$ cat src/vbbox_pkg.sv
// ----------------------------------------------------------------------------
// vbbox_pkg
// Shared types and constants for the voxel brick bounding box block.
// ----------------------------------------------------------------------------
package vbbox_pkg;

	localparam int unsigned COORD_W = 5;   // one axis coordinate, 0..31
	localparam int unsigned BOUND_W = 6;   // half-open bound, 0..32
	localparam int unsigned WORD_W  = 64;
	localparam int unsigned INDEX_W = 9;

	localparam logic [BOUND_W-1:0] AXIS_SIZE = 6'd32;

	// per-word extent of the set bits
	typedef struct packed {
		logic               hit;
		logic [COORD_W-1:0] xmin;
		logic [COORD_W-1:0] xmax;
		logic [COORD_W-1:0] ymin;
		logic [COORD_W-1:0] ymax;
		logic [COORD_W-1:0] z;
	} word_ext_t;

	// one result item, field order as on the output bus (lowest first)
	typedef struct packed {
		logic [BOUND_W-1:0] z_hi;
		logic [BOUND_W-1:0] y_hi;
		logic [BOUND_W-1:0] x_hi;
		logic [BOUND_W-1:0] z_lo;
		logic [BOUND_W-1:0] y_lo;
		logic [BOUND_W-1:0] x_lo;
		logic               found;
	} box_t;

endpackage

$ cat src/vbbox_word_decode.sv
// ----------------------------------------------------------------------------
// vbbox_word_decode
// Priority encoders that reduce one 64-bit occupancy word to its x, y and z
// extent.
// ----------------------------------------------------------------------------
module vbbox_word_decode import vbbox_pkg::*; (
	input  logic [WORD_W-1:0]  bits_word,
	input  logic [INDEX_W-1:0] word_index,
	output word_ext_t          ext
);

	function automatic logic [COORD_W-1:0] low_pos(input logic [31:0] v);
		logic [COORD_W-1:0] p;
		p = 5'd31;
		for (int i = 31; i >= 0; i--) begin
			if (v[i]) begin
				p = COORD_W'(i);
			end
		end
		return p;
	endfunction

	function automatic logic [COORD_W-1:0] high_pos(input logic [31:0] v);
		logic [COORD_W-1:0] p;
		p = 5'd0;
		for (int i = 0; i < 32; i++) begin
			if (v[i]) begin
				p = COORD_W'(i);
			end
		end
		return p;
	endfunction

	logic [31:0] row_lo;
	logic [31:0] row_hi;
	logic [31:0] row_any;
	logic [COORD_W-1:0] ybase;

	assign row_lo  = bits_word[31:0];
	assign row_hi  = bits_word[63:32];
	assign row_any = row_lo | row_hi;
	// low half is the even row, high half the odd row
	assign ybase   = {word_index[3:0], 1'b0};

	always_comb begin
		ext.hit  = |row_any;
		ext.xmin = low_pos(row_any);
		ext.xmax = high_pos(row_any);
		ext.ymin = (|row_lo) ? ybase : {word_index[3:0], 1'b1};
		ext.ymax = (|row_hi) ? {word_index[3:0], 1'b1} : ybase;
		ext.z    = word_index[8:4];
	end

endmodule

$ cat src/vbbox_accum.sv
// ----------------------------------------------------------------------------
// vbbox_accum
// Running box registers and the result register.
// ----------------------------------------------------------------------------
module vbbox_accum import vbbox_pkg::*; (
	input  logic      clk,
	input  logic      arst_n,
	input  logic      step,
	input  logic      brick_full,
	input  logic      last_word,
	input  word_ext_t ext,
	input  logic      res_ready,
	output logic      slot_free,
	output logic      res_valid,
	output box_t      res
);

	logic               seen_q;
	logic [COORD_W-1:0] min_x_q, min_y_q, min_z_q;
	logic [COORD_W-1:0] max_x_q, max_y_q, max_z_q;
	logic               out_valid_q;
	box_t               res_q;

	logic               seen_n;
	logic [COORD_W-1:0] min_x_n, min_y_n, min_z_n;
	logic [COORD_W-1:0] max_x_n, max_y_n, max_z_n;
	logic               ends;
	box_t               box_n;

	assign ends      = brick_full | last_word;
	assign slot_free = !out_valid_q || res_ready;

	// fold the word into the running box
	always_comb begin
		seen_n  = seen_q;
		min_x_n = min_x_q;
		min_y_n = min_y_q;
		min_z_n = min_z_q;
		max_x_n = max_x_q;
		max_y_n = max_y_q;
		max_z_n = max_z_q;
		if (ext.hit) begin
			seen_n  = 1'b1;
			min_x_n = (!seen_q || ext.xmin < min_x_q) ? ext.xmin : min_x_q;
			min_y_n = (!seen_q || ext.ymin < min_y_q) ? ext.ymin : min_y_q;
			min_z_n = (!seen_q || ext.z    < min_z_q) ? ext.z    : min_z_q;
			max_x_n = (!seen_q || ext.xmax > max_x_q) ? ext.xmax : max_x_q;
			max_y_n = (!seen_q || ext.ymax > max_y_q) ? ext.ymax : max_y_q;
			max_z_n = (!seen_q || ext.z    > max_z_q) ? ext.z    : max_z_q;
		end
	end

	always_comb begin
		box_n = '0;
		if (brick_full) begin
			box_n.found = 1'b1;
			box_n.x_hi  = AXIS_SIZE;
			box_n.y_hi  = AXIS_SIZE;
			box_n.z_hi  = AXIS_SIZE;
		end else if (seen_n) begin
			box_n.found = 1'b1;
			box_n.x_lo  = {1'b0, min_x_n};
			box_n.y_lo  = {1'b0, min_y_n};
			box_n.z_lo  = {1'b0, min_z_n};
			box_n.x_hi  = {1'b0, max_x_n} + 6'd1;
			box_n.y_hi  = {1'b0, max_y_n} + 6'd1;
			box_n.z_hi  = {1'b0, max_z_n} + 6'd1;
		end
	end

	always_ff @(posedge clk or negedge arst_n) begin
		if (!arst_n) begin
			seen_q <= 1'b0;
		end else if (step) begin
			seen_q <= ends ? 1'b0 : seen_n;
		end
	end

	always_ff @(posedge clk) begin
		if (step) begin
			min_x_q <= min_x_n;
			min_y_q <= min_y_n;
			min_z_q <= min_z_n;
			max_x_q <= max_x_n;
			max_y_q <= max_y_n;
			max_z_q <= max_z_n;
		end
	end

	always_ff @(posedge clk or negedge arst_n) begin
		if (!arst_n) begin
			out_valid_q <= 1'b0;
		end else if (step && ends) begin
			out_valid_q <= 1'b1;
		end else if (res_ready) begin
			out_valid_q <= 1'b0;
		end
	end

	always_ff @(posedge clk) begin
		if (step && ends) begin
			res_q <= box_n;
		end
	end

	assign res_valid = out_valid_q;
	assign res       = res_q;

	a_end_clears: assert property (@(posedge clk) disable iff (!arst_n)
		step && ends |=> !seen_q)
		else $error("running box not cleared after brick end");

	a_end_needs_slot: assert property (@(posedge clk) disable iff (!arst_n)
		step && ends |-> slot_free)
		else $error("brick end taken while result register busy");

	a_box_ordered: assert property (@(posedge clk) disable iff (!arst_n)
		seen_q |-> (min_x_q <= max_x_q) && (min_y_q <= max_y_q) && (min_z_q <= max_z_q))
		else $error("running minimum above running maximum");

	a_empty_zero: assert property (@(posedge clk) disable iff (!arst_n)
		out_valid_q && !res_q.found |-> (res_q.x_lo == '0) && (res_q.y_lo == '0)
			&& (res_q.z_lo == '0) && (res_q.x_hi == '0) && (res_q.y_hi == '0)
			&& (res_q.z_hi == '0))
		else $error("empty brick result carries nonzero bounds");

endmodule

$ cat src/voxel_brick_bounding_box.sv
// ----------------------------------------------------------------------------
// voxel_brick_bounding_box
// Bounding box of the set voxels of a 32x32x32 occupancy brick streamed as
// 64-bit words.
//
//   bus  dir  contents
//   s_*  in   tdata: bits_word[63:0], word_index[72:64]; tuser: brick_full;
//             tlast: last_word
//   m_*  out  tdata: found (1 bit), x_lo, y_lo, z_lo, x_hi, y_hi, z_hi (6 bits each)
//
// One word per cycle while no brick end is held back; a word goes input register
// -> encoders and min/max -> running box, and a brick end's box to the result register.
// A brick end holds in the input register while the result register is full
// and not taken; other words never wait on the output side.
// arst_n clears valids and the running box; bounds registers need no reset.
// ----------------------------------------------------------------------------
module voxel_brick_bounding_box import vbbox_pkg::*; (
	input  logic        clk,
	input  logic        arst_n,
	input  logic        s_tvalid,
	output logic        s_tready,
	input  logic [79:0] s_tdata,   // bits_word[63:0], word_index[72:64], zero fill
	input  logic        s_tuser,   // brick_full
	input  logic        s_tlast,
	output logic        m_tvalid,
	input  logic        m_tready,
	output logic [39:0] m_tdata    // found, x_lo, y_lo, z_lo, x_hi, y_hi, z_hi, zero fill
);

	logic               valid_s1;
	logic [WORD_W-1:0]  bits_s1;
	logic [INDEX_W-1:0] index_s1;
	logic               full_s1;
	logic               last_s1;

	logic      step;
	logic      slot_free;
	word_ext_t ext;
	box_t      res;

	// advance unless a brick end would overwrite a waiting result
	assign step     = valid_s1 && (!(full_s1 || last_s1) || slot_free);
	assign s_tready = !valid_s1 || step;

	always_ff @(posedge clk or negedge arst_n) begin
		if (!arst_n) begin
			valid_s1 <= 1'b0;
		end else if (s_tready) begin
			valid_s1 <= s_tvalid;
		end
	end

	always_ff @(posedge clk) begin
		if (s_tready && s_tvalid) begin
			bits_s1  <= s_tdata[63:0];
			index_s1 <= s_tdata[72:64];
			full_s1  <= s_tuser;
			last_s1  <= s_tlast;
		end
	end

	vbbox_word_decode u_decode (
		.bits_word (bits_s1),
		.word_index(index_s1),
		.ext       (ext)
	);

	vbbox_accum u_accum (
		.clk       (clk),
		.arst_n    (arst_n),
		.step      (step),
		.brick_full(full_s1),
		.last_word (last_s1),
		.ext       (ext),
		.res_ready (m_tready),
		.slot_free (slot_free),
		.res_valid (m_tvalid),
		.res       (res)
	);

	assign m_tdata = {3'b000, res};

endmodule

$ cat config.mk
export PLATFORM = sky130hd
export DESIGN_NAME = voxel_brick_bounding_box
export DESIGN_NICKNAME = d
export VERILOG_FILES = /design/src/vbbox_pkg.sv /design/src/vbbox_word_decode.sv /design/src/vbbox_accum.sv /design/src/voxel_brick_bounding_box.sv
export SDC_FILE = /design/constraint.sdc
export NUM_CORES = 1
export LEC_CHECK = 0
export ABC_CLOCK_PERIOD_IN_PS = 11300
export BUFFER_PORTS_ARGS = -buffer_cell sky130_fd_sc_hd__buf_2
export CAP_MARGIN = 0
export CORE_ASPECT_RATIO = 0.6
export CORE_MARGIN = 4
export CORE_UTILIZATION = 26
export CTS_BUF_LIST = sky130_fd_sc_hd__clkbuf_16
export CTS_CLUSTER_DIAMETER = 200
export DETAILED_ROUTE_END_ITERATION = 10
export PLACE_DENSITY = 0.41
export SLEW_MARGIN = 20
export SYNTH_ARGS = -nofsm -noshare
export SYNTH_HDL_FRONTEND = slang
export SYNTH_HIERARCHICAL = 1
export SYNTH_SLANG_ARGS = --single-unit
$ cat constraint.sdc
create_clock -name clk -period 11.3 [get_ports clk]
set_clock_uncertainty 0.15 [all_clocks]
set_input_delay 0.565 -clock clk [delete_from_list [all_inputs] [get_ports clk]]
set_output_delay 0.565 -clock clk [all_outputs]
set_load 0.01 [all_outputs]
==> metrics.yaml, run 1 <==
route:
  first_pass_iters: 5
  drc: 0
  num_vias: 5161
  routed_wl_mm: 19.9
  top_layer_used: "met4"
  final_antenna_net_count: 0
  wl_per_cell_um: 18.5
  met1_length_mm: 10.7
  met3_length_mm: 1.47
  routed-wl-met2_mm: 7.60
  viasPerCell: 4.80
  drt_iter0_markers: 387
cells_and_area:
  fin_util_pct: 31.9
  final_cell_mix: "edfxtp_1 (139), buf_2 (114), nor2_1 (47)"
  fillers: 2783
  num-nets-final: 812
  stdcell_count: 1076
  final_common_cell: "edfxtp_1"
  syn_to_final_growth_pct: 20.8
  drive_gt1_share_pct: 27.1
  n_antenna_cell: 0
  fin_area_mm2: 0.00877
synthesis:
  seq_area_frac_synth_pct: 58.6
  synth_cell_types: 62
  synth_warnings: 6
  synth_flop_cell: "edfxtp_1"
  yosys.area.top_type_share_pct: 57.5
  yosys.area.top_type: "edfxtp_1"
  syn_area_per_cell_um2: 12.4
  synth_edf_count: 139
  synth-seq-cells: 142
  synthCells: 583
  netlist_area_mm2: 0.00726
  synthArstFlopShare_pct: 2.11
  ys_top_cells_by_area: "edfxtp_1 (58%), ha_1 (5.0%), mux2_2 (2.9%), nor4_1 (2.7%), nor2_1 (2.4%)"
sta:
  rsz0062_at_grt: "false"
  drv_slew: 0
  hold_viol_final: 0
  period_minus_slack_ps: 4660
  worst_slew_pin_slew_ps: 883
  fin_crit_sh_pct: 41.3
  relSlewSlack_pct: 40.6
  max_freq_mhz: 214
  setup_viol: 0
  setup_tns_ps: 0
worst_setup_path:
  worst_setup_path_start_kind: "flop"
  reg2reg_to: "u_accum/res[29]"
  required_ps: 11370
  path_max_fanout: 17
  r2r_start: "bits_s1[9]"
  rrSetupSlack_ps: 6640
  critPathKind: "reg2reg"
  worst_ep_arrival_time_ps: 4740
  cp-end-kind: "flop"
  reg2regPathDepth: 12
placed_design:
  gp_congestion: 0.870
  portBuffers: 114
  hpwlAfterDp_mm: 15.3
  post_dp_cell_area_mm2: 0.00814
  place_inst: 1044
clock_network:
  root_buffer: "clkbuf_16"
  post_cts_buffers: 0
  cts_tree: "built"
  cts_buffers: 17
  clock-sinks: 142
  clk_pin_slew_worst_paths_ps: 70
  cts_htree_levels: 4
  clk_latency_ps: 430
  cts.path.max_buffers: 2
power_and_ir_drop:
  power.leakage_nw: 3.32
  vdd_drop_max_mv: 0.0834
  pwr_density_cell_mw_per_mm2: 172
run_status:
  status: "completed"
global_routing:
  grt_usage_pct: 13.0
  overflow: 0
  antenna_found_initial: 0
  grt_pass1_vias: 5108
  grt_pass1_wl_mm: 30.0
  grt_max_degree: 67
die:
  die_width_um: 224
  core-area_mm2: 0.0275
  row_count: 47
  die_h_um: 137
  io_pins: 128
  dieArea_mm2: 0.0307
  initial_core_util_pct: 26.4
worst_hold_path:
  hp-start: "s_tdata[44]"
  hold_class: "in2reg"
  hold-path-endpoint: "bits_s1[44]"
  worstHoldPathCells: 1
job:
  drv_cap: 0
## how the worst max path moves through the flow
stage / start / end / depth (start not counted) / slack (ps)
6_report: bits_s1[9] / u_accum/res[29] / 12 / 6640
5_1_grt: bits_s1[25] / u_accum/res[29] / 13 / 6400
4_1_cts: bits_s1[25] / u_accum/res[29] / 13 / 6720
3_5_place_dp: bits_s1[25] / u_accum/res[29] / 13 / 6740
3_3_place_gp: bits_s1[9] / u_accum/res[24] / 11 / 6780
2_1_floorplan: m_tready / bits_s1[0] / 3 / 6220
## layer usage
| metal | up-vias | GRT usage, % |
|---|---|---|
| li1 | 2472 | - |
| met2 | 169 | 16.8 |
| met3 | 12 | 4.15 |
| met4 | 0 | 3.22 |
| met1 | 2508 | 20.4 |
| met5 | - | 0 |
## kinds of logic (layout without fill, tap and decap cells)
kind of cell / count (synthesis) / count (layout) / synth area share (%)
AOI/OAI and AO/OA: 125 / 125 / 13.4
DFF: 142 / 142 / 58.6
and+or+nand+nor: 185 / 185 / 13.0
xor gates and xnor gates: 16 / 16 / 1.93
muxes: 21 / 21 / 3.36
buffers and inverters: 63 / 185 / 4.64
other: 2 / 6 / 0.103
adders and majority gates: 29 / 29 / 5.00
## cell usage after synthesis, drive strengths merged (3+ instances only)
| master | instances |
|---|---|
| edfxtp | 139 |
| nor2 | 50 |
| nand2 | 43 |
| inv | 35 |
| nor4 | 32 |
| ha | 29 |
| buf | 25 |
| o21ai | 23 |
| mux2 | 21 |
| nand3 | 18 |
| a211oi | 16 |
| a22o | 15 |
| nand4 | 13 |
| a21oi | 11 |
| xnor2 | 11 |
| o31ai | 9 |
| a21o | 7 |
| nand2b | 7 |
| a21boi | 6 |
| o311ai | 6 |
| or4 | 6 |
| xor2 | 5 |
| a31oi | 4 |
| nor3b | 4 |
| a311oi | 3 |
| a41o | 3 |
| and3 | 3 |
| clkbuf | 3 |
| dfrtp | 3 |
| o21a | 3 |
## layout make-up
class                      instances  area (µm²)  area share, %
multi-input combinational        382        2700           30.8
sequential                       142        4250           48.5
timing repair buffer             119         611           6.96
clock inverter                    14         193           2.20
tap                              367         459           5.24
inverter                          35         131           1.50
clock buffer                      17         425           4.85
## report_power, final
group	leakage [nW]	switching [mW]	internal, mW
registers	1.37	0.0444	0.647
logic	1.65	0.133	0.0920
clock network	0.297	0.221	0.368
## state kept, by name (all words and copies together), names as in the netlist
name,flops
u_accum/res_valid,1
index_s1,9
valid_s1,1
u_accum/max_x_q,5
u_accum/min_z_q,5
u_accum/max_z_q,5
u_accum/min_x_q,5
u_accum/seen_q,1
full_s1,1
u_accum/res,34
bits_s1,64
last_s1,1
u_accum/min_y_q,5
u_accum/max_y_q,5
## repair_timing
action | CTS | global route
hold buffers | 1 | 0
gates resized for setup | 0 | 0
endpoints found under the hold margin | 3 | 0
## worst max-delay path: stages (launching register included)
cell	delay, ps
edfxtp_1	480
nor4_1	810
nand2_1	300
nor4_2	470
nand2b_1	430
o21a_1	230
o41a_1	300
o21ai_0	350
ha_1	310
nand3_1	130
xnor2_1	150
nor2_1	60
a211oi_1	280
## through the flow
step	hold slack (ps)	power (mW)	setup slack [ps]
final	161	1.51	6640
after floorplan	119	0.854	6220
after global routing	135	1.58	6400
after global placement	222	0.921	6780
after CTS	135	1.53	6720
after detailed placement	227	0.926	6740
No activity file was read; power rests on OpenSTA's default activity.
==> run 2: changes to the inputs <==
--- a/config.mk
+++ b/config.mk
@@ -5,7 +5,7 @@
 export SDC_FILE = /design/constraint.sdc
 export NUM_CORES = 1
 export LEC_CHECK = 0
-export ABC_CLOCK_PERIOD_IN_PS = 11300
+export ABC_CLOCK_PERIOD_IN_PS = 4010
 export BUFFER_PORTS_ARGS = -buffer_cell sky130_fd_sc_hd__buf_2
 export CAP_MARGIN = 0
 export CORE_ASPECT_RATIO = 0.6
@@ -14,7 +14,7 @@
 export CTS_BUF_LIST = sky130_fd_sc_hd__clkbuf_16
 export CTS_CLUSTER_DIAMETER = 200
 export DETAILED_ROUTE_END_ITERATION = 10
-export PLACE_DENSITY = 0.41
+export PLACE_DENSITY = 0.43
 export SLEW_MARGIN = 20
 export SYNTH_ARGS = -nofsm -noshare
 export SYNTH_HDL_FRONTEND = slang
==> constraint.sdc (replaced) <==
create_clock -name clk -period 4.01 [get_ports clk]
set_clock_uncertainty 0.15 [all_clocks]
set_input_delay 0.2005 -clock clk [delete_from_list [all_inputs] [get_ports clk]]
set_output_delay 0.2005 -clock clk [all_outputs]
set_load 0.01 [all_outputs]
==> metrics.yaml, run 2 (same netlist as run 1, synthesis figures left out) <==
worst_hold_path:
  hold-path-endpoint: "bits_s1[26]"  # was bits_s1[44]
  hp-start: "s_tdata[26]"  # was s_tdata[44]
  hold_class: "in2reg"  # unchanged
  worstHoldPathCells: 2  # was 1
global_routing:
  grt_pass1_wl_mm: 32.0  # was 30.0 mm
  grt_pass1_vias: 5549  # was 5,108
  grt_max_degree: 67  # unchanged
  grt_usage_pct: 13.7  # was 13.0%
  antenna_found_initial: 0  # unchanged
  overflow: 0  # unchanged
sta:
  rsz0062_at_grt: "false"  # unchanged
  fin_crit_sh_pct: 93.5  # was 41.3%
  period_minus_slack_ps: 3750  # was 4660 ps
  worst_slew_pin_slew_ps: 944  # was 883 ps
  relSlewSlack_pct: 36.3  # was 40.6%
  max_freq_mhz: 267  # was 214 MHz
  setup_viol: 0  # unchanged
  drv_slew: 0  # unchanged
  setup_tns_ps: 0  # unchanged
  hold_viol_final: 0  # unchanged
cells_and_area:
  seq_area_mm2: 0.00425  # unchanged
  largest_register_ffs: 64  # unchanged
  stdcell_count: 1188  # was 1,076
  final_common_cell: "edfxtp_1"  # unchanged
  num-nets-final: 923  # was 812
  final_cell_mix: "edfxtp_1 (139), buf_2 (114), dlygate4sd3_1 (79)"  # was edfxtp_1 (139), buf_2 (114), nor2_1 (47)
  multi_input_comb_area_mm2: 0.00270  # unchanged
  syn_to_final_growth_pct: 35.1  # was 20.8%
  drive_gt1_share_pct: 27.5  # was 27.1%
  n_antenna_cell: 0  # unchanged
  fillers: 2699  # was 2,783
  regMostFlops: "bits_s1"  # unchanged
placed_design:
  portBuffers: 114  # unchanged
  place_inst: 1077  # was 1,044
  hpwlAfterDp_mm: 15.7  # was 15.3 mm
  gp_congestion: 0.864  # was 0.870
worst_setup_path:
  critPathKind: "reg2reg"  # unchanged
  worst_ep_arrival_time_ps: 3840  # was 4740 ps
  r2r_start: "bits_s1[56]"  # was bits_s1[9]
  path_max_fanout: 6  # was 17
  reg2reg_to: "u_accum/res[29]"  # unchanged
  required_ps: 4100  # was 11,370 ps
  rrSetupSlack_ps: 260  # was 6640 ps
  cp-end-kind: "flop"  # unchanged
  reg2regPathDepth: 14  # was 12
  worst_setup_path_start_kind: "flop"  # unchanged
clock_network:
  postCtsHoldBufs: 79  # was 1
  cts_tree: "built"  # unchanged
  cts_buffers: 17  # unchanged
  root_buffer: "clkbuf_16"  # unchanged
  clk_latency_ps: 420  # was 430 ps
  post_cts_buffers: 0  # unchanged
  post_cts_resized: 0  # unchanged
  clk_pin_slew_worst_paths_ps: 60  # was 70 ps
  clock-sinks: 142  # unchanged
  cts.path.max_buffers: 2  # unchanged
  cts_htree_levels: 4  # unchanged
die:
  dieArea_mm2: 0.0307  # unchanged
  row_count: 47  # unchanged
  io_pins: 128  # unchanged
  initial_core_util_pct: 26.4  # unchanged
  core-area_mm2: 0.0275  # unchanged
  die_width_um: 224  # unchanged
  die_h_um: 137  # unchanged
job:
  drv_cap: 0  # unchanged
route:
  final_antenna_net_count: 0  # unchanged
  routed_wl_mm: 20.8  # was 19.9 mm
  drc: 0  # unchanged
  num_vias: 5632  # was 5,161
  wl_per_cell_um: 17.5  # was 18.5 µm
  viasPerCell: 4.74  # was 4.80
  first_pass_iters: 5  # unchanged
  drt_iter0_markers: 361  # was 387
run_status:
  status: "completed"  # unchanged
power_and_ir_drop:
  pwr_density_cell_mw_per_mm2: 442  # was 172 mW/mm²
  vdd_drop_max_mv: 0.246  # was 0.0834 mV
  power.leakage_nw: 3.80  # was 3.32 nW
-- run 2: changes by cell type in the layout (fill, tap and decap cells not counted) --
| cell | delta |
|---|---|
| dlygate4sd3_1 | +78 |
| buf_4 | +32 |
| inv_6 | +4 |
| clkinv_4 | -2 |
| buf_12 | +1 |
| bufinv_16 | -1 |
| clkinv_1 | -1 |
| clkinv_2 | -1 |
| inv_1 | +1 |
| inv_8 | +1 |
-- run 2: worst max-delay path by stage --
stage | start | end | slack, ps | depth (start not counted)
3_3_place_gp | bits_s1[47] | u_accum/res[29] | 350 | 14
5_1_grt | bits_s1[35] | u_accum/res[29] | 50 | 14
2_1_floorplan | u_accum/res_valid | u_accum/res[0] | 230 | 5
6_report | bits_s1[56] | u_accum/res[29] | 260 | 14
3_5_place_dp | bits_s1[56] | u_accum/res[29] | 300 | 14
4_1_cts | bits_s1[56] | u_accum/res[29] | 270 | 14
-- run 2: area by class of cell --
type | count | area share (%)
well taps | 367 | 4.68
clock buffers | 17 | 4.34
inverters | 35 | 1.34
clock inverters | 15 | 1.90
repair buffers | 230 | 16.8
flip-flops and latches | 142 | 43.3
multi-input cells | 382 | 27.5
-- run 2: power breakdown --
group          leakage [nW]  switching (mW)  total (mW)  internal [mW]
clock network         0.298           0.657        1.65          0.991
registers              1.37           0.117        1.94           1.82
logic                  2.13           0.406       0.751          0.344
total                  3.80            1.18        4.34           3.16
-- run 2: metrics by stage --
step	setup slack [ps]	hold WS, ps	power (mW)	cell area (µm²)	util [%]
2_1_floorplan	231	-245	2.40	7280	-
3_3_place_gp	346	-140	2.64	8400	30.5
3_5_place_dp	300	-135	2.66	8400	30.5
4_1_cts	274	305	4.39	9800	35.6
5_1_grt	53.5	309	4.56	9800	35.6
6_report	263	335	4.34	9800	35.6
-- run 2: critical path, stage by stage, from the launching register on --
cell	delay [ps]
edfxtp_1	460
nor4_1	390
nand4_1	260
or2_2	410
inv_1	70
ha_1	220
nand2_1	70
o21a_1	110
o41a_1	270
mux2_4	330
ha_1	270
nand3_1	130
xnor2_1	120
nor2_1	50
a211oi_1	230
-- run 2: metal layers --
layer  routed length (µm)  GRT usage, %  vias to the layer above
li1                     -             -                     2697
met3                 1600          4.22                       14
met4                  190          3.87                        0
met2                 8170          18.1                      200
met5                    0             0                        -
met1                10900          21.2                     2721
==> run 3: changes to the inputs <==
--- a/config.mk
+++ b/config.mk
@@ -7,13 +7,13 @@
 export LEC_CHECK = 0
 export ABC_CLOCK_PERIOD_IN_PS = 4010
 export BUFFER_PORTS_ARGS = -buffer_cell sky130_fd_sc_hd__buf_2
-export CAP_MARGIN = 0
 export CORE_ASPECT_RATIO = 0.6
 export CORE_MARGIN = 4
 export CORE_UTILIZATION = 26
 export CTS_BUF_LIST = sky130_fd_sc_hd__clkbuf_16
 export CTS_CLUSTER_DIAMETER = 200
 export DETAILED_ROUTE_END_ITERATION = 10
+export MAX_ROUTING_LAYER = met4
 export PLACE_DENSITY = 0.43
 export SLEW_MARGIN = 20
 export SYNTH_ARGS = -nofsm -noshare
==> metrics.yaml, run 3 (same netlist as run 1, synthesis figures left out) <==
power_and_ir_drop:
  pwr_density_cell_mw_per_mm2: 436  # was 442 mW/mm²
  power_mw: 4.27  # was 4.34 mW
  power.leakage_nw: 3.79  # was 3.80 nW
  vdd_drop_max_mv: 0.243  # was 0.246 mV
die:
  core-area_mm2: 0.0275  # unchanged
  initial_core_util_pct: 26.4  # unchanged
  die_width_um: 224  # unchanged
  die_h_um: 137  # unchanged
  row_count: 47  # unchanged
  dieArea_mm2: 0.0307  # unchanged
  io_pins: 128  # unchanged
global_routing:
  overflow: 0  # unchanged
  grt_pass1_wl_mm: 32.2  # was 32.0 mm
  antenna_found_initial: 0  # unchanged
  grt_max_degree: 67  # unchanged
  grt_usage_pct: 14.2  # was 13.7%
  grt_pass1_vias: 5512  # was 5,549
sta:
  period_minus_slack_ps: 3730  # was 3750 ps
  hold_viol_final: 0  # unchanged
  finalWorstSetupSlack_ps: 276  # was 263 ps
  worst_slew_pin_slew_ps: 1040  # was 944 ps
  drv_slew: 0  # unchanged
  setup_tns_ps: 0  # unchanged
  relSlewSlack_pct: 29.5  # was 36.3%
  setup_viol: 0  # unchanged
  timing.hold.ws_ps: 335  # about the same
  max_freq_mhz: 268  # was 267 MHz
  fin_crit_sh_pct: 93.1  # was 93.5%
  rsz0062_at_grt: "false"  # unchanged
cells_and_area:
  syn_to_final_growth_pct: 34.9  # was 35.1%
  fillers: 2694  # was 2,699
  n_antenna_cell: 0  # unchanged
  num-nets-final: 925  # was 923
  largest_register_ffs: 64  # unchanged
  drive_gt1_share_pct: 27.6  # was 27.5%
  final_cell_mix: "edfxtp_1 (139), buf_2 (114), dlygate4sd3_1 (79)"  # unchanged
  final_common_cell: "edfxtp_1"  # unchanged
  regMostFlops: "bits_s1"  # unchanged
  stdcell_count: 1190  # was 1,188
clock_network:
  clk_pin_slew_worst_paths_ps: 70  # was 60 ps
  post_cts_buffers: 0  # unchanged
  root_buffer: "clkbuf_16"  # unchanged
  cts_buffers: 17  # unchanged
  clock-sinks: 142  # unchanged
  cts_tree: "built"  # unchanged
  post_cts_resized: 0  # unchanged
  cts.path.max_buffers: 2  # unchanged
  clk_latency_ps: 420  # about the same
  cts_htree_levels: 4  # unchanged
  postCtsHoldBufs: 79  # unchanged
worst_setup_path:
  required_ps: 4130  # was 4100 ps
  cp-end-kind: "flop"  # unchanged
  worst_setup_path_start_kind: "flop"  # unchanged
  crit_chain: "nor4_1 > buf_4 > and2_1 > a21boi_0 > o21ai_0 > ha_1 > a211oi_1 > o22ai_1 > o31ai_4 > buf_4 > mux2_2 > nor2_1"  # was nor4_1 > nand4_1 > or2_2 > inv_1 > ha_1 > nand2_1 > o21a_1 > o41a_1 > mux2_4 > ha_1 > nand3_1 > xnor2_1 > nor2_1 > a211oi_1
  slowest_stage: "nor4_1"  # was edfxtp_1
  path_max_fanout: 10  # was 6
  crit_path_max_incr_delay_ps: 570  # was 460 ps
  reg2regPathDepth: 12  # was 14
  cp_common_cell: "buf_4"  # was ha_1
  worst_ep_arrival_time_ps: 3860  # was 3840 ps
  critPathKind: "reg2reg"  # unchanged
placed_design:
  hpwlAfterDp_mm: 16.1  # was 15.7 mm
  gp_congestion: 0.862  # was 0.864
  place_inst: 1079  # was 1,077
  portBuffers: 114  # unchanged
  dp_slack_ps: 337  # was 300 ps
worst_hold_path:
  hold_class: "in2reg"  # unchanged
  worstHoldPathCells: 2  # unchanged
run_status:
  status: "completed"  # unchanged
route:
  drc: 0  # unchanged
  num_vias: 5579  # was 5,632
  drt_iter0_markers: 410  # was 361
  final_antenna_net_count: 0  # unchanged
  first_pass_iters: 5  # unchanged
  wl_per_cell_um: 17.6  # was 17.5 µm
  viasPerCell: 4.69  # was 4.74
  routed_wl_mm: 21.0  # was 20.8 mm
job:
  drv_cap: 0  # unchanged
==> run 3: cell types whose count changed in the layout (fill, tap and decap cells not counted) <==
cell	previous run	this run
bufinv_16	3	2
inv_1	35	34
clkinv_4	2	1
buf_4	36	38
clkinvlp_4	2	3
clkinv_1	0	2
==> run 3: metrics by stage <==
step                      area, µm²  util, %
after floorplan                7280        -
after global placement         8420     30.6
after detailed placement       8420     30.6
after CTS                      9790     35.6
after global routing           9790     35.6
final                          9790     35.6
==> run 3: worst paths after layout <==
| path | endpoint | slack [ps] | start |
|---|---|---|---|
| setup reg to reg | u_accum/res[19] | 280 | bits_s1[23] |
| max in group asynchronous | valid_s1 | 3000 | arst_n |
| min in group asynchronous | u_accum/seen_q | 530 | arst_n |
| hold reg to reg | u_accum/res_valid | 360 | u_accum/res_valid |
| hold / removal | bits_s1[13] | 340 | s_tdata[13] |
| setup / recovery | u_accum/res[19] | 280 | bits_s1[23] |
==> run 3: power breakdown <==
part | switching, mW | internal, mW
Sequential | 0.113 | 1.82
Combinational | 0.408 | 0.346
Clock | 0.657 | 0.925
==> run 3: layout make-up <==
type / count / area (µm²) / area share [%]
Sequential cell: 142 / 4250 / 43.4
Timing Repair Buffer: 232 / 1670 / 17.0
Clock inverter: 15 / 159 / 1.62
Multi-Input combinational cell: 382 / 2700 / 27.6
Clock buffer: 17 / 425 / 4.35
Tap cell: 367 / 459 / 4.69
Inverter: 35 / 131 / 1.34
==> run 3: per-layer routing <==
layer  global-route usage, %  vias to the layer above  share of wire, %
li1                        -                     2704                 -
met1                    21.8                     2717                54
met2                    18.1                      145                38
met3                    3.85                       13               6.0
met4                    3.18                        0               1.1
met5                       -                        -                 0
==> run 3: critical path: cells and delay by family (launching register included) <==
kind,cells,cell delay [ps]
AO/OA/AOI/OAI,5,940
AND/OR/NAND/NOR,3,900
buffers and inverters,2,440
flip-flops,1,430
multiplexers,1,360
adder cells (fa/ha/maj),1,350
